==> src/calu_pkg.sv <==
`timescale 1ns / 1ps
`default_nettype none

package calu_pkg;

    // Word and internal widths
    localparam int WORD_W        = 32;
    localparam int PROD_W        = 64;
    localparam int DIV_NW        = 37;   // signed dividend: 17 * 32-bit term
    localparam int SUM_W         = 38;   // Taylor accumulator
    localparam int TERM_DEN_W    = 19;   // widest constant divisor (9!)

    // Parameter defaults
    localparam int MAX_EXP_DEF   = 64;
    localparam int FRAC_BITS_DEF = 16;

    // Taylor divisors
    localparam logic [TERM_DEN_W-1:0] DEN_2      = 19'd2;
    localparam logic [TERM_DEN_W-1:0] DEN_3      = 19'd3;
    localparam logic [TERM_DEN_W-1:0] DEN_6      = 19'd6;
    localparam logic [TERM_DEN_W-1:0] DEN_15     = 19'd15;
    localparam logic [TERM_DEN_W-1:0] DEN_24     = 19'd24;
    localparam logic [TERM_DEN_W-1:0] DEN_120    = 19'd120;
    localparam logic [TERM_DEN_W-1:0] DEN_315    = 19'd315;
    localparam logic [TERM_DEN_W-1:0] DEN_720    = 19'd720;
    localparam logic [TERM_DEN_W-1:0] DEN_5040   = 19'd5040;
    localparam logic [TERM_DEN_W-1:0] DEN_40320  = 19'd40320;
    localparam logic [TERM_DEN_W-1:0] DEN_362880 = 19'd362880;

    typedef enum logic [2:0] {
        OP_ADD = 3'd0,
        OP_SUB = 3'd1,
        OP_MUL = 3'd2,
        OP_DIV = 3'd3,
        OP_POW = 3'd4,
        OP_SIN = 3'd5,
        OP_COS = 3'd6,
        OP_TAN = 3'd7
    } t_op;

    typedef enum logic [1:0] {
        ST_OK   = 2'd0,
        ST_DIV0 = 2'd1,
        ST_OVF  = 2'd2,
        ST_EXP  = 2'd3
    } t_status;

    // Numerator scale applied to a power before its division
    typedef enum logic [1:0] {
        COEF_1,
        COEF_2,
        COEF_17
    } t_coef;

    typedef struct packed {
        logic                 hit;   // this power feeds a series term
        logic                 last;  // final term of the series
        logic                 neg;   // term is subtracted
        t_coef                coef;
        logic [TERM_DEN_W-1:0] den;
    } t_term;

    typedef struct packed {
        logic                     start;
        logic signed [WORD_W-1:0] a;
        logic signed [WORD_W-1:0] b;
    } t_mul_req;

    typedef struct packed {
        logic                     done;
        logic signed [PROD_W-1:0] prod;  // exact product
        logic signed [WORD_W-1:0] fix;   // fixed-point product, saturated
        logic                     sat;
    } t_mul_rsp;

    typedef struct packed {
        logic                     start;
        logic signed [DIV_NW-1:0] num;
        logic signed [WORD_W-1:0] den;   // never zero
    } t_div_req;

    typedef struct packed {
        logic                     done;
        logic signed [DIV_NW-1:0] quo;   // truncated toward zero
    } t_div_rsp;

    // Series term attached to power k of the angle
    function automatic t_term term_info(input t_op op, input logic [3:0] k);
        t_term t;
        begin
            t      = '0;
            t.coef = COEF_1;
            case (op)
                OP_SIN: begin
                    case (k)
                        4'd3: begin t.hit = 1'b1; t.neg = 1'b1; t.den = DEN_6;   end
                        4'd5: begin t.hit = 1'b1;               t.den = DEN_120; end
                        4'd7: begin t.hit = 1'b1; t.neg = 1'b1; t.den = DEN_5040; end
                        4'd9: begin
                            t.hit  = 1'b1;
                            t.last = 1'b1;
                            t.den  = DEN_362880;
                        end
                        default: t.hit = 1'b0;
                    endcase
                end
                OP_COS: begin
                    case (k)
                        4'd2: begin t.hit = 1'b1; t.neg = 1'b1; t.den = DEN_2;   end
                        4'd4: begin t.hit = 1'b1;               t.den = DEN_24;  end
                        4'd6: begin t.hit = 1'b1; t.neg = 1'b1; t.den = DEN_720; end
                        4'd8: begin
                            t.hit  = 1'b1;
                            t.last = 1'b1;
                            t.den  = DEN_40320;
                        end
                        default: t.hit = 1'b0;
                    endcase
                end
                OP_TAN: begin
                    case (k)
                        4'd3: begin t.hit = 1'b1; t.den = DEN_3; end
                        4'd5: begin t.hit = 1'b1; t.coef = COEF_2; t.den = DEN_15; end
                        4'd7: begin
                            t.hit  = 1'b1;
                            t.last = 1'b1;
                            t.coef = COEF_17;
                            t.den  = DEN_315;
                        end
                        default: t.hit = 1'b0;
                    endcase
                end
                default: t.hit = 1'b0;
            endcase
            return t;
        end
    endfunction

endpackage

`default_nettype wire

==> src/calu_mul.sv <==
`timescale 1ns / 1ps
`default_nettype none

// Two-stage signed multiplier: exact product, then fixed-point rescale
module calu_mul #(
    parameter int FRAC_BITS = calu_pkg::FRAC_BITS_DEF
) (
    input  wire               i_clk,
    input  wire               i_rst_n,
    input  calu_pkg::t_mul_req i_req,
    output calu_pkg::t_mul_rsp o_rsp
);

    localparam logic [calu_pkg::PROD_W-1:0] RND =
        (calu_pkg::PROD_W'(1) << FRAC_BITS) - calu_pkg::PROD_W'(1);

    logic                                r_v1;
    logic                                r_done;
    logic signed [calu_pkg::PROD_W-1:0]  r_prod;
    logic signed [calu_pkg::WORD_W-1:0]  r_fix;
    logic                                r_sat;

    logic signed [calu_pkg::PROD_W-1:0]  w_biased;
    logic signed [calu_pkg::PROD_W-1:0]  w_shift;
    logic                                w_fits;

    // Truncate toward zero: bias negative products before the shift
    always_comb begin
        w_biased = r_prod + (r_prod[calu_pkg::PROD_W-1] ? $signed(RND) : '0);
        w_shift  = w_biased >>> FRAC_BITS;
        w_fits   = (&w_shift[calu_pkg::PROD_W-1:calu_pkg::WORD_W-1]) ||
                   (~|w_shift[calu_pkg::PROD_W-1:calu_pkg::WORD_W-1]);
    end

    always_ff @(posedge i_clk) begin
        if (!i_rst_n) begin
            r_v1   <= 1'b0;
            r_done <= 1'b0;
        end else begin
            r_v1   <= i_req.start;
            r_done <= r_v1;
        end
        if (i_req.start) begin
            r_prod <= i_req.a * i_req.b;
        end
        // Saturate to the word range
        if (r_v1) begin
            r_sat <= !w_fits;
            if (w_fits) begin
                r_fix <= w_shift[calu_pkg::WORD_W-1:0];
            end else if (w_shift[calu_pkg::PROD_W-1]) begin
                r_fix <= {1'b1, {(calu_pkg::WORD_W-1){1'b0}}};
            end else begin
                r_fix <= {1'b0, {(calu_pkg::WORD_W-1){1'b1}}};
            end
        end
    end

    assign o_rsp.done = r_done;
    assign o_rsp.prod = r_prod;
    assign o_rsp.fix  = r_fix;
    assign o_rsp.sat  = r_sat;

endmodule

`default_nettype wire

==> src/calu_div.sv <==
`timescale 1ns / 1ps
`default_nettype none

// Restoring divider, one quotient bit per cycle, sign fixed up at the end
module calu_div (
    input  wire               i_clk,
    input  wire               i_rst_n,
    input  calu_pkg::t_div_req i_req,
    output calu_pkg::t_div_rsp o_rsp
);

    localparam int NW = calu_pkg::DIV_NW;
    localparam int WW = calu_pkg::WORD_W;
    localparam int CW = $clog2(NW + 1);

    logic                 r_busy;
    logic                 r_sign;
    logic                 r_done;
    logic [CW-1:0]        r_cnt;
    logic [WW-1:0]        r_rem;
    logic [NW-1:0]        r_quo;
    logic [WW-1:0]        r_den;
    logic                 r_neg;
    logic signed [NW-1:0] r_q;

    logic [NW-1:0]        w_num_mag;
    logic [WW-1:0]        w_den_mag;
    logic [WW:0]          w_rem_sh;
    logic                 w_ge;
    logic [WW:0]          w_diff;

    // Operand magnitudes and one compare-subtract step
    always_comb begin
        w_num_mag = i_req.num[NW-1] ? NW'(-i_req.num) : NW'(i_req.num);
        w_den_mag = i_req.den[WW-1] ? WW'(-i_req.den) : WW'(i_req.den);
        w_rem_sh  = {r_rem, r_quo[NW-1]};
        w_ge      = w_rem_sh >= {1'b0, r_den};
        w_diff    = w_rem_sh - {1'b0, r_den};
    end

    always_ff @(posedge i_clk) begin
        if (!i_rst_n) begin
            r_busy <= 1'b0;
            r_sign <= 1'b0;
            r_done <= 1'b0;
        end else begin
            r_done <= 1'b0;
            if (i_req.start) begin
                r_busy <= 1'b1;
                r_cnt  <= '0;
                r_rem  <= '0;
                r_quo  <= w_num_mag;
                r_den  <= w_den_mag;
                r_neg  <= i_req.num[NW-1] ^ i_req.den[WW-1];
            end else if (r_busy) begin
                r_rem <= w_ge ? w_diff[WW-1:0] : w_rem_sh[WW-1:0];
                r_quo <= {r_quo[NW-2:0], w_ge};
                r_cnt <= r_cnt + CW'(1);
                if (r_cnt == CW'(NW - 1)) begin
                    r_busy <= 1'b0;
                    r_sign <= 1'b1;
                end
            end else if (r_sign) begin
                r_sign <= 1'b0;
                r_done <= 1'b1;
                r_q    <= r_neg ? -$signed(r_quo) : $signed(r_quo);
            end
        end
    end

    assign o_rsp.done = r_done;
    assign o_rsp.quo  = r_q;

endmodule

`default_nettype wire

==> src/calculator_alu_taylor_trig.sv <==
// Add and sub are computed directly; mul is a single multiply and div a single divide;
// power n runs a chain of n fixed-point multiplies (none when out of range or n <= 0);
// sine, cosine and tangent run a Taylor series in which each series term waits on a divide.
// One item at a time: the next item is taken once the result sits in the output register.
// Synchronous active-low reset returns the sequencer to idle with no result pending.
`timescale 1ns / 1ps
`default_nettype none

module calculator_alu_taylor_trig #(
    parameter int MAX_EXP   = calu_pkg::MAX_EXP_DEF,
    parameter int FRAC_BITS = calu_pkg::FRAC_BITS_DEF
) (
    input  wire               i_clk,
    input  wire               i_rst_n,
    input  wire               i_in_valid,
    output logic              o_in_ready,
    input  wire         [2:0] i_op,
    input  wire signed [31:0] i_operand_a,
    input  wire signed [31:0] i_operand_b,
    output logic              o_out_valid,
    input  wire               i_out_ready,
    output logic signed [31:0] o_result,
    output logic        [1:0] o_status
);

    localparam int WW   = calu_pkg::WORD_W;
    localparam int NW   = calu_pkg::DIV_NW;
    localparam int SW   = calu_pkg::SUM_W;
    localparam int EW   = $clog2(MAX_EXP + 1);
    localparam int KW   = (EW > 4) ? EW : 4;
    localparam logic signed [WW-1:0] FX_ONE    = WW'(1) << FRAC_BITS;
    localparam logic signed [WW-1:0] EXP_LIMIT = WW'(MAX_EXP);
    localparam logic signed [WW-1:0] WORD_MAX  = {1'b0, {(WW-1){1'b1}}};
    localparam logic signed [WW-1:0] WORD_MIN  = {1'b1, {(WW-1){1'b0}}};

    typedef enum logic [2:0] {
        S_IDLE,
        S_START,
        S_MULW,
        S_DIVW,
        S_FIN
    } t_state;

    t_state                   r_state,     n_state;
    calu_pkg::t_op            r_op,        n_op;
    logic signed [WW-1:0]     r_a,         n_a;
    logic signed [WW-1:0]     r_b,         n_b;
    logic [KW-1:0]            r_k,         n_k;
    logic signed [WW-1:0]     r_p,         n_p;
    logic signed [SW-1:0]     r_sum,       n_sum;
    logic                     r_ovf,       n_ovf;
    logic signed [WW-1:0]     r_res,       n_res;
    calu_pkg::t_status        r_st,        n_st;
    logic                     r_out_valid, n_out_valid;
    logic signed [WW-1:0]     r_result,    n_result;
    calu_pkg::t_status        r_status,    n_status;

    calu_pkg::t_mul_req       w_mul_req;
    calu_pkg::t_mul_rsp       w_mul_rsp;
    calu_pkg::t_div_req       w_div_req;
    calu_pkg::t_div_rsp       w_div_rsp;
    calu_pkg::t_term          w_term;

    logic signed [WW:0]       w_add;
    logic signed [WW:0]       w_sub;
    logic signed [NW-1:0]     w_p37;
    logic signed [NW-1:0]     w_scaled;
    logic signed [SW-1:0]     w_quo_x;
    logic signed [SW-1:0]     w_sum_next;
    logic                     w_sum_fits;
    logic                     w_prod_fits;
    logic                     w_quo_fits;

    // Shared arithmetic units
    calu_mul #(
        .FRAC_BITS(FRAC_BITS)
    ) u_mul (
        .i_clk  (i_clk),
        .i_rst_n(i_rst_n),
        .i_req  (w_mul_req),
        .o_rsp  (w_mul_rsp)
    );

    calu_div u_div (
        .i_clk  (i_clk),
        .i_rst_n(i_rst_n),
        .i_req  (w_div_req),
        .o_rsp  (w_div_rsp)
    );

    // Datapath helpers
    always_comb begin
        w_term      = calu_pkg::term_info(r_op, r_k[3:0]);
        w_add       = {r_a[WW-1], r_a} + {r_b[WW-1], r_b};
        w_sub       = {r_a[WW-1], r_a} - {r_b[WW-1], r_b};
        w_p37       = NW'(w_mul_rsp.fix);
        case (w_term.coef)
            calu_pkg::COEF_2:  w_scaled = w_p37 + w_p37;
            calu_pkg::COEF_17: w_scaled = (w_p37 <<< 4) + w_p37;
            default:           w_scaled = w_p37;
        endcase
        w_quo_x     = SW'(w_div_rsp.quo);
        w_sum_next  = w_term.neg ? (r_sum - w_quo_x) : (r_sum + w_quo_x);
        w_sum_fits  = (&w_sum_next[SW-1:WW-1]) || (~|w_sum_next[SW-1:WW-1]);
        w_prod_fits = (&w_mul_rsp.prod[calu_pkg::PROD_W-1:WW-1]) ||
                      (~|w_mul_rsp.prod[calu_pkg::PROD_W-1:WW-1]);
        w_quo_fits  = (&w_div_rsp.quo[NW-1:WW-1]) || (~|w_div_rsp.quo[NW-1:WW-1]);
    end

    // Sequencer
    always_comb begin
        n_state     = r_state;
        n_op        = r_op;
        n_a         = r_a;
        n_b         = r_b;
        n_k         = r_k;
        n_p         = r_p;
        n_sum       = r_sum;
        n_ovf       = r_ovf;
        n_res       = r_res;
        n_st        = r_st;
        n_result    = r_result;
        n_status    = r_status;
        n_out_valid = r_out_valid && !i_out_ready;
        w_mul_req   = '0;
        w_div_req   = '0;

        case (r_state)
            S_IDLE: begin
                if (i_in_valid) begin
                    n_op    = calu_pkg::t_op'(i_op);
                    n_a     = i_operand_a;
                    n_b     = i_operand_b;
                    n_state = S_START;
                end
            end

            S_START: begin
                n_ovf = 1'b0;
                n_k   = KW'(1);
                n_p   = FX_ONE;
                n_st  = calu_pkg::ST_OK;
                case (r_op)
                    calu_pkg::OP_ADD: begin
                        n_res   = w_add[WW-1:0];
                        n_st    = (w_add[WW] != w_add[WW-1]) ? calu_pkg::ST_OVF
                                                              : calu_pkg::ST_OK;
                        n_state = S_FIN;
                    end
                    calu_pkg::OP_SUB: begin
                        n_res   = w_sub[WW-1:0];
                        n_st    = (w_sub[WW] != w_sub[WW-1]) ? calu_pkg::ST_OVF
                                                              : calu_pkg::ST_OK;
                        n_state = S_FIN;
                    end
                    calu_pkg::OP_MUL: begin
                        w_mul_req.start = 1'b1;
                        w_mul_req.a     = r_a;
                        w_mul_req.b     = r_b;
                        n_state         = S_MULW;
                    end
                    calu_pkg::OP_DIV: begin
                        if (r_b == '0) begin
                            n_res   = '0;
                            n_st    = calu_pkg::ST_DIV0;
                            n_state = S_FIN;
                        end else begin
                            w_div_req.start = 1'b1;
                            w_div_req.num   = NW'(r_a);
                            w_div_req.den   = r_b;
                            n_state         = S_DIVW;
                        end
                    end
                    calu_pkg::OP_POW: begin
                        if (r_b > EXP_LIMIT) begin
                            n_res   = '0;
                            n_st    = calu_pkg::ST_EXP;
                            n_state = S_FIN;
                        end else if (r_b < WW'(1)) begin
                            n_res   = FX_ONE;
                            n_state = S_FIN;
                        end else begin
                            w_mul_req.start = 1'b1;
                            w_mul_req.a     = FX_ONE;
                            w_mul_req.b     = r_a;
                            n_state         = S_MULW;
                        end
                    end
                    calu_pkg::OP_SIN, calu_pkg::OP_COS, calu_pkg::OP_TAN: begin
                        n_sum           = (r_op == calu_pkg::OP_COS) ? SW'(FX_ONE) : SW'(r_a);
                        w_mul_req.start = 1'b1;
                        w_mul_req.a     = FX_ONE;
                        w_mul_req.b     = r_a;
                        n_state         = S_MULW;
                    end
                    default: n_state = S_FIN;
                endcase
            end

            // Product result, or power chain: one fixed-point multiply per step, and a divide per series term
            S_MULW: begin
                if (w_mul_rsp.done) begin
                    if (r_op == calu_pkg::OP_MUL) begin
                        n_res   = w_mul_rsp.prod[WW-1:0];
                        n_st    = w_prod_fits ? calu_pkg::ST_OK : calu_pkg::ST_OVF;
                        n_state = S_FIN;
                    end else begin
                        n_p   = w_mul_rsp.fix;
                        n_ovf = r_ovf || w_mul_rsp.sat;
                        if (r_op == calu_pkg::OP_POW) begin
                            if (r_k == r_b[KW-1:0]) begin
                                n_res   = w_mul_rsp.fix;
                                n_st    = n_ovf ? calu_pkg::ST_OVF : calu_pkg::ST_OK;
                                n_state = S_FIN;
                            end else begin
                                n_k             = r_k + KW'(1);
                                w_mul_req.start = 1'b1;
                                w_mul_req.a     = w_mul_rsp.fix;
                                w_mul_req.b     = r_a;
                            end
                        end else if (w_term.hit) begin
                            w_div_req.start = 1'b1;
                            w_div_req.num   = w_scaled;
                            w_div_req.den   = WW'(w_term.den);
                            n_state         = S_DIVW;
                        end else begin
                            n_k             = r_k + KW'(1);
                            w_mul_req.start = 1'b1;
                            w_mul_req.a     = w_mul_rsp.fix;
                            w_mul_req.b     = r_a;
                        end
                    end
                end
            end

            // Quotient: integer result or one series term
            S_DIVW: begin
                if (w_div_rsp.done) begin
                    if (r_op == calu_pkg::OP_DIV) begin
                        n_res   = w_div_rsp.quo[WW-1:0];
                        n_st    = w_quo_fits ? calu_pkg::ST_OK : calu_pkg::ST_OVF;
                        n_state = S_FIN;
                    end else begin
                        n_sum = w_sum_next;
                        if (w_term.last) begin
                            if (w_sum_fits) begin
                                n_res = w_sum_next[WW-1:0];
                            end else begin
                                n_res = w_sum_next[SW-1] ? WORD_MIN : WORD_MAX;
                            end
                            n_st    = (r_ovf || !w_sum_fits) ? calu_pkg::ST_OVF
                                                             : calu_pkg::ST_OK;
                            n_state = S_FIN;
                        end else begin
                            n_k             = r_k + KW'(1);
                            w_mul_req.start = 1'b1;
                            w_mul_req.a     = r_p;
                            w_mul_req.b     = r_a;
                            n_state         = S_MULW;
                        end
                    end
                end
            end

            // Hand the item to the output register once it is empty or being read out
            S_FIN: begin
                if (!r_out_valid || i_out_ready) begin
                    n_out_valid = 1'b1;
                    n_result    = r_res;
                    n_status    = r_st;
                    n_state     = S_IDLE;
                end
            end

            default: n_state = S_IDLE;
        endcase
    end

    always_ff @(posedge i_clk) begin
        if (!i_rst_n) begin
            r_state     <= S_IDLE;
            r_out_valid <= 1'b0;
        end else begin
            r_state     <= n_state;
            r_out_valid <= n_out_valid;
        end
        r_op     <= n_op;
        r_a      <= n_a;
        r_b      <= n_b;
        r_k      <= n_k;
        r_p      <= n_p;
        r_sum    <= n_sum;
        r_ovf    <= n_ovf;
        r_res    <= n_res;
        r_st     <= n_st;
        r_result <= n_result;
        r_status <= n_status;
    end

    assign o_in_ready  = (r_state == S_IDLE);
    assign o_out_valid = r_out_valid;
    assign o_result    = r_result;
    assign o_status    = r_status;

    // Checks
    a_busy_after_accept: assert property (@(posedge i_clk) disable iff (!i_rst_n)
        (i_in_valid && o_in_ready) |=> !o_in_ready)
        else $error("ready stayed high after an item was taken");

    a_div_nonzero: assert property (@(posedge i_clk) disable iff (!i_rst_n)
        w_div_req.start |-> (w_div_req.den != '0))
        else $error("divider started with a zero divisor");

    a_div0_zero: assert property (@(posedge i_clk) disable iff (!i_rst_n)
        (o_out_valid && (o_status == calu_pkg::ST_DIV0)) |-> (o_result == '0))
        else $error("divide-by-zero item with nonzero result");

    a_exp_zero: assert property (@(posedge i_clk) disable iff (!i_rst_n)
        (o_out_valid && (o_status == calu_pkg::ST_EXP)) |-> (o_result == '0))
        else $error("exponent-range item with nonzero result");

    a_one_unit: assert property (@(posedge i_clk) disable iff (!i_rst_n)
        !(w_mul_req.start && w_div_req.start))
        else $error("multiplier and divider started together");

endmodule

`default_nettype wire
==> config.mk <==
export PLATFORM = sky130hd
export DESIGN_NAME = calculator_alu_taylor_trig
export DESIGN_NICKNAME = d
export VERILOG_FILES = /design/src/calu_pkg.sv /design/src/calu_mul.sv /design/src/calu_div.sv /design/src/calculator_alu_taylor_trig.sv
export SDC_FILE = /design/constraint.sdc
export NUM_CORES = 2
export LEC_CHECK = 0
export ABC_AREA = 1
export BUFFER_PORTS_ARGS = -buffer_cell sky130_fd_sc_hd__buf_2
export CAP_MARGIN = 20
export CORE_UTILIZATION = 35
export DETAILED_ROUTE_END_ITERATION = 8
export GPL_TIMING_DRIVEN = 0
export REMOVE_ABC_BUFFERS = 1
export SKIP_LAST_GASP = 1
export SYNTH_ARGS = -nofsm -noshare
export SYNTH_HDL_FRONTEND = slang
export SYNTH_SLANG_ARGS = --single-unit
export TNS_END_PERCENT = 30
==> constraint.sdc <==
create_clock -name i_clk -period 10.8 [get_ports i_clk]
set_clock_uncertainty 0.15 [all_clocks]
set_input_delay 2.16 -clock i_clk [delete_from_list [all_inputs] [get_ports i_clk]]
set_output_delay 2.16 -clock i_clk [all_outputs]
set_load 0.01 [all_outputs]
Word-level counts from Yosys, hierarchy flattened --
Index checks and enable logic that the tools add are counted.
Word-level totals: register bits after elaboration 464, input bits 71, output and inout port bits 36, word-level logic and storage cells 268
Cells by class: $add $sub $neg 13, multipliers 1, magnitude comparators 3, equality and inequality tests 44, muxes and demuxes 123, bitwise gates (word level) 4, reductions and logical operators 52
Operators with widths (number):
- two-way mux 65 bit | 10
- two-way mux 32 bit | 18
- two-way mux 70 bit | 6
- one-hot mux 65 bit (3 select lines) | 2
- two-way mux 38 bit | 5
- two-way mux 37 bit | 4
- one-hot mux 70 bit (2 select lines) | 1
- one-hot mux 32 bit (4 select lines) | 1
- one-hot mux 32 bit (3 select lines) | 1
- one-hot mux 19 bit (4 select lines) | 1
- one-hot mux 38 bit (2 select lines) | 1
- negator 37 bit | 2
- one-hot mux 37 bit (2 select lines) | 1
- adder 32 x 32 -> 33 bit | 2
- adder 64 bit | 1
- multiplier 32 x 32 -> 64 bit | 1
- one-hot mux 16 bit (4 select lines) | 1
- one-hot mux 32 bit (2 select lines) | 1
- one-hot mux 19 bit (3 select lines) | 1
- two-way mux 7 bit | 8
- two-way mux 3 bit | 13
- adder 38 x 37 -> 38 bit | 1
- subtractor 38 x 37 -> 38 bit | 1
- adder 36 x 32 -> 37 bit | 1
- 63 further kinds | 156

Depth between registers and ports, before layout --
word-level depth 15, mapped depth 49, gate-level depth less buffers 47

Modules after synthesis --
From an unflattened synthesis, not the netlist that was laid out.
Second synthesis, totals: cells, all modules 10158, area, all modules 76243.1 µm²
Modules (own cells, without submodules):
- calu_mul | times used 1, cells each 5361, area each 43301.5 µm², seq. area each 2952.8 µm²
- calculator_alu_taylor_trig | times used 1, cells each 3152, area each 21386.8 µm², seq. area each 6476.2 µm²
- calu_div | times used 1, cells each 1645, area each 11554.8 µm², seq. area each 4414.2 µm²

Worst setup path before layout --
No wires, ideal clock.
path type register to register, start reg r_k[0], end reg u_mul.r_prod[59] (netlist bit) (data pin), library setup time 260 ps, data arrival time 8719 ps, slack 1671 ps, stages on the path, launching flop included 39, path buffers 2, period minus slack after synthesis 9129 ps, path through edfxtp_1 > ha_1 > nand3_1 > nand2_1 > nand2_1 > nand3_1 > nor2_2 > nand4_4 > inv_4 > a21oi_4 > inv_4 > buf_6 > a32oi_1 > o21ai_1 > buf_2 > nand2_1 > fa_1 > fa_1 > [... 3 more ...] > inv_1 > fa_1 > inv_1 > fa_1 > inv_1 > fa_1 > inv_1 > fa_1 > ha_1 > a21oi_1 > inv_1 > a31oi_1 > inv_1 > nor2_1 > nor2_1 > o21ai_0 > nand3_1 > xor2_1
Between the ends: word-level cells in the longest chain between the ends 10, elaborated cells between the ends (all ways) 30, those cells by class mul (1); eq/ne (9); mux (17); reduce/logical (3)
RTL lines:
- start: declaration | RTL line calculator_alu_taylor_trig.sv:48 | logic [KW-1:0] r_k, n_k;
- start signal: assignment | RTL line calculator_alu_taylor_trig.sv:290 | r_k <= n_k;
- equality test 4 bit, or another cell as far along | RTL line calu_pkg.sv:108 | case (k)
- OR reduction 4 bit (no line) or OR reduction 3 bit (tied branches)
- two-way mux 1 bit (on tied branches) | RTL line calu_pkg.sv:108, calu_pkg.sv:121, calu_pkg.sv:95
- one-hot mux 1 bit (3 select lines) | RTL line calu_pkg.sv:93 | case (op)
- two-way mux 65 bit | RTL line calculator_alu_taylor_trig.sv:221 | end else if (w_term.hit) begin
- two-way mux 65 bit | RTL line calculator_alu_taylor_trig.sv:210 | if (r_op == calu_pkg::OP_POW) begin
- two-way mux 65 bit | RTL line calculator_alu_taylor_trig.sv:203 | if (r_op == calu_pkg::OP_MUL) begin
- two-way mux 65 bit | RTL line calculator_alu_taylor_trig.sv:202 | if (w_mul_rsp.done) begin
- one-hot mux 65 bit (3 select lines) (*) | RTL line calculator_alu_taylor_trig.sv:128 | case (r_state)
- multiplier 32 x 32 -> 64 bit (*) | RTL line calu_mul.sv:44 | r_prod <= i_req.a * i_req.b;
- end signal: assignment | RTL line calu_mul.sv:44
- end: declaration | RTL line calu_mul.sv:19 | logic signed [calu_pkg::PROD_W-1:0] r_prod;
Every way passes the cells marked *; elsewhere a longest branch is shown, timed or not. A chain may end at the register's enable or synchronous reset.

Worst setup path in the final report --
start reg r_op[1], end reg u_mul.r_prod[60] (netlist bit) (data pin)
Between the ends: word-level cells in the longest chain between the ends 8, elaborated cells between the ends (all ways) 19, those cells by class mul (1); eq/ne (6); mux (11); reduce/logical (1)
RTL lines:
- start: declaration | RTL line calculator_alu_taylor_trig.sv:45 | calu_pkg::t_op r_op, n_op;
- start signal: assignment | RTL line calculator_alu_taylor_trig.sv:287 | r_op <= n_op;
- equality test 3 bit | RTL line calu_pkg.sv:93, calculator_alu_taylor_trig.sv:143
- one-hot mux 1 bit (3 select lines) | RTL line calu_pkg.sv:93
- two-way mux 65 bit | RTL line calculator_alu_taylor_trig.sv:221
- two-way mux 65 bit | RTL line calculator_alu_taylor_trig.sv:210
- two-way mux 65 bit | RTL line calculator_alu_taylor_trig.sv:203
- two-way mux 65 bit | RTL line calculator_alu_taylor_trig.sv:202
- one-hot mux 65 bit (3 select lines) (*) | RTL line calculator_alu_taylor_trig.sv:128
- multiplier 32 x 32 -> 64 bit (*) | RTL line calu_mul.sv:44
Marks and branches as above.

==> impl_metrics.tcl <==
set metrics [dict create \
    status "complete, no violations" \
    ff2ff_setup_slack_ps 370 \
    start_kind "flip-flop" \
    die_y_um 456 \
    power_leakage_nw 38.0 \
    syn_avg_cell_area_um2 8.02 \
    worstSetupStartpoint "r_op[1]$_DFFE_PP_" \
    setup_violations 0 \
    hp-class "reg -> reg" \
    reg2reg_to "u_mul.r_prod[60]$_DFFE_PP_" \
    cts_max_path_buffers 3 \
    firstDrtPassIters 8 \
    synth.cell_area_mm2 0.0723 \
    instances_no_fill 11900 \
    fp-row-count 166 \
    grt_use_total 0.265 \
    grt_max_degree 57 \
    ys_types 81 \
    relSlewSlack 0.188 \
    path_depth 40 \
    cts_tree "built" \
    place.detailed.hpwl_mm 221 \
    ir_drop_uv 153 \
    critPathArrivalTime_ps 10710 \
    synthTopCellsByArea "fa_1 (30%), edfxtp_1 (19%), inv_1 (9.5%)" \
    grt_pass1_vias 63000 \
    critical_path_peak_fanout 13 \
    ioPinCount 107 \
    cts_buffers 55 \
    htreeDepth 2 \
    place_congestion 1.02 \
    initial_core_util 0.353 \
    drc 0 \
    dieWidth_um 456 \
    clk_latency_ps 710 \
    synth-edff-count 455 \
    yosysWarningCount 0 \
    total_power_mw 9.79 \
    coreArea_mm2 0.205 \
    numClockSinks 464 \
    vias 63000 \
    synth_area_leader_cell "fa_1" \
    crit_path_end_kind "flip-flop" \
    area_growth_pct 11.3 \
    worstMarginPinSlew_ps 1220 \
    endpoint "u_mul.r_prod[60]$_DFFE_PP_" \
    routed_wl_mm 279 \
    drt-vias-per-instance 5.31 \
    cp_slowest_stage_delay_ps 700 \
    dieArea_mm2 0.208 \
    reg2reg_from "r_op[1]$_DFFE_PP_" \
    wire_per_inst_um 23.5 \
    criticalPathCategory "reg -> reg" \
    antenna_found_initial 7 \
    grt_pass1_wl_mm 409 \
    cp.required_ps 11070 \
    port_buffers 106 \
    fmax_mhz 95.8 \
    yosysTopAreaCellShare 0.301 \
    cts-root-buf "clkbuf_16" \
    critical_path.most_common_cell "fa_1" \
    drive_above_1_share 0.0808 \
    crit_buf_inv 11 \
    ys_ff_latch 464 \
    ys_async_sr_fraction 0 \
    fin_ws_ps 365 \
    finalCriticalPeriod_ps 10430 \
    clk_pin_slew_worst_paths_ps 60 \
    rr_worst_depth 40 \
    overflow 0 \
    fin_crit_sh 0.966 \
    slew_violations 0 \
    netlist_instances 9012 \
    finalHoldViolCount 0 \
    critPathTopFamily "adder cells" \
    maxCapViolations 0 \
    fin_setup_tns_ps 0 \
    ant_nets 0 \
    dp_cells 11600 \
    ctsHoldBuffers 0 \
    ys_seq_area_frac 0.192 \
    dpl_worst_slack_ps -2510 \
    grt_setup_unrepaired "false" \
    power.density_mw_per_mm2 122 \
    synth_flop_cell "edfxtp_1" \
    dr.first_iter.drc_count 6278 \
    nNetsFinal 10700 \
    cp_slowest_cell "fa_1" \
]
==> worst reg2reg max path, delay by kind of cell, from the launching register on <==
family	cells	cell delay (ps)
flops	1	550
xor+xnor	1	160
fa+ha+maj	9	4580
buf+inv	11	1610
compound gates	8	1800
simple gates	11	1320
==> per-layer routing <==
metal	vias to the layer above	routed length (µm)	global-route usage
met5	-	39	0
li1	28200	-	-
met4	6	19400	0.153
met3	729	24600	0.0525
met1	31200	108000	0.332
met2	2934	127000	0.425
==> synth_stat cells (10+ instances only) <==
cell and n:
a21boi_0 16, clkbuf_1 134, nor4_1 38, xnor2_1 72, inv_1 1825, nand2_1 1749
nand4_1 67, o21ai_0 326, a21o_1 23, a31oi_1 36, edfxtp_1 455, o221ai_1 10
o211ai_1 15, o22ai_1 57, o21a_1 32, nand3b_1 16, or2_2 21, a211oi_1 17
o21bai_1 16, o21ai_1 23, nand3_1 295, xor2_1 209, nor2_1 1160, clkinv_1 12
ha_1 375, a22oi_2 20, nand2_2 14, o21ai_2 11, buf_6 15, a22oi_1 25
nand3_2 11, fa_1 1087, nor2_2 23, nor3_1 82, inv_2 51, a21oi_1 433
buf_1 14, buf_2 120
==> per-stage QoR <==
step	area, µm²	util	hold slack [ps]
3_3_place_gp	74800	0.365	254
6_report	80400	0.392	244
5_1_grt	80400	0.392	246
3_5_place_dp	76500	0.373	256
4_1_cts	79500	0.388	233
2_1_floorplan	70900	-	250
==> registers in the layout, indices dropped and copies added, names as in the netlist, 6 cells and up <==
name / cells
o_result: 32
r_a: 32
r_b: 32
r_k: 7
r_p: 32
r_res: 32
r_sum: 38
u_div.r_cnt: 6
u_div.r_den: 32
u_div.r_q: 37
u_div.r_quo: 37
u_div.r_rem: 32
u_mul.r_fix: 32
u_mul.r_prod: 64
==> cell families (layout without fill, tap and decap cells) <==
logic type	after synthesis	in the layout	synth area share
flops	464	464	0.192
other cells	0	6	0
buf+inv	2180	2342	0.117
fa+ha+maj	1462	1462	0.366
simple gates	3521	3524	0.201
compound gates	1102	1104	0.0902
xor+xnor	283	283	0.0345
==> timing repair <==
action / CTS / global route
setup endpoints to repair: 47 / 23
pin swaps: 25 / 8
gates resized for setup: 79 / 57
buffers inserted: 72 / 79
gates cloned: 12 / 1
==> placed cells by master, fill, tap and decap left out, types with 27 or more instances in the layout <==
| master | netlist | routed |
|---|---|---|
| a21oi_1 | 433 | 430 |
| a31oi_1 | 36 | 35 |
| buf_12 | 0 | 33 |
| buf_16 | 0 | 29 |
| buf_2 | 120 | 109 |
| buf_4 | 5 | 136 |
| clkbuf_16 | 0 | 55 |
| clkinvlp_4 | 0 | 36 |
| edfxtp_1 | 455 | 455 |
| fa_1 | 1087 | 1083 |
| ha_1 | 375 | 371 |
| inv_1 | 1825 | 1796 |
| inv_2 | 51 | 33 |
| nand2_1 | 1749 | 1742 |
| nand3_1 | 295 | 294 |
| nand4_1 | 67 | 67 |
| nor2_1 | 1160 | 1144 |
| nor2_2 | 23 | 27 |
| nor3_1 | 82 | 81 |
| nor4_1 | 38 | 38 |
| o21ai_0 | 326 | 324 |
| o22ai_1 | 57 | 55 |
| xnor2_1 | 72 | 72 |
| xor2_1 | 209 | 209 |
==> where the power goes <==
part | internal [mW] | switching, mW
clock | 1.14 | 0.875
sequential | 2.49 | 0.437
combinational | 1.40 | 3.43
total | 5.04 | 4.75
==> layout make-up <==
class                           count  area [µm²]
Antenna cell                        6        15.0
Clock buffer                       60        1400
Clock inverter                     43         537
Fill cell                       20900      125000
Inverter                         1892        7340
Multi-Input combinational cell   6373       50400
Sequential cell                   464       13800
Tap cell                         2688        3360
Timing Repair Buffer              339        3480
Timing Repair inverter              8        51.3
==> worst min-delay path by stage <==
stage	startpoint	depth (start not counted)	end	slack, ps
6_report	r_res[31]$_DFFE_PP_	0	o_result[31]$_DFFE_PP_	240
5_1_grt	r_res[19]$_DFFE_PP_	0	o_result[19]$_DFFE_PP_	250
3_3_place_gp	r_res[30]$_DFFE_PP_	0	o_result[30]$_DFFE_PP_	250
3_5_place_dp	r_res[12]$_DFFE_PP_	0	o_result[12]$_DFFE_PP_	260
2_1_floorplan	r_res[0]$_DFFE_PP_	0	o_result[0]$_DFFE_PP_	250
4_1_cts	r_res[31]$_DFFE_PP_	0	o_result[31]$_DFFE_PP_	230
No activity file was read; power rests on OpenSTA's default activity.
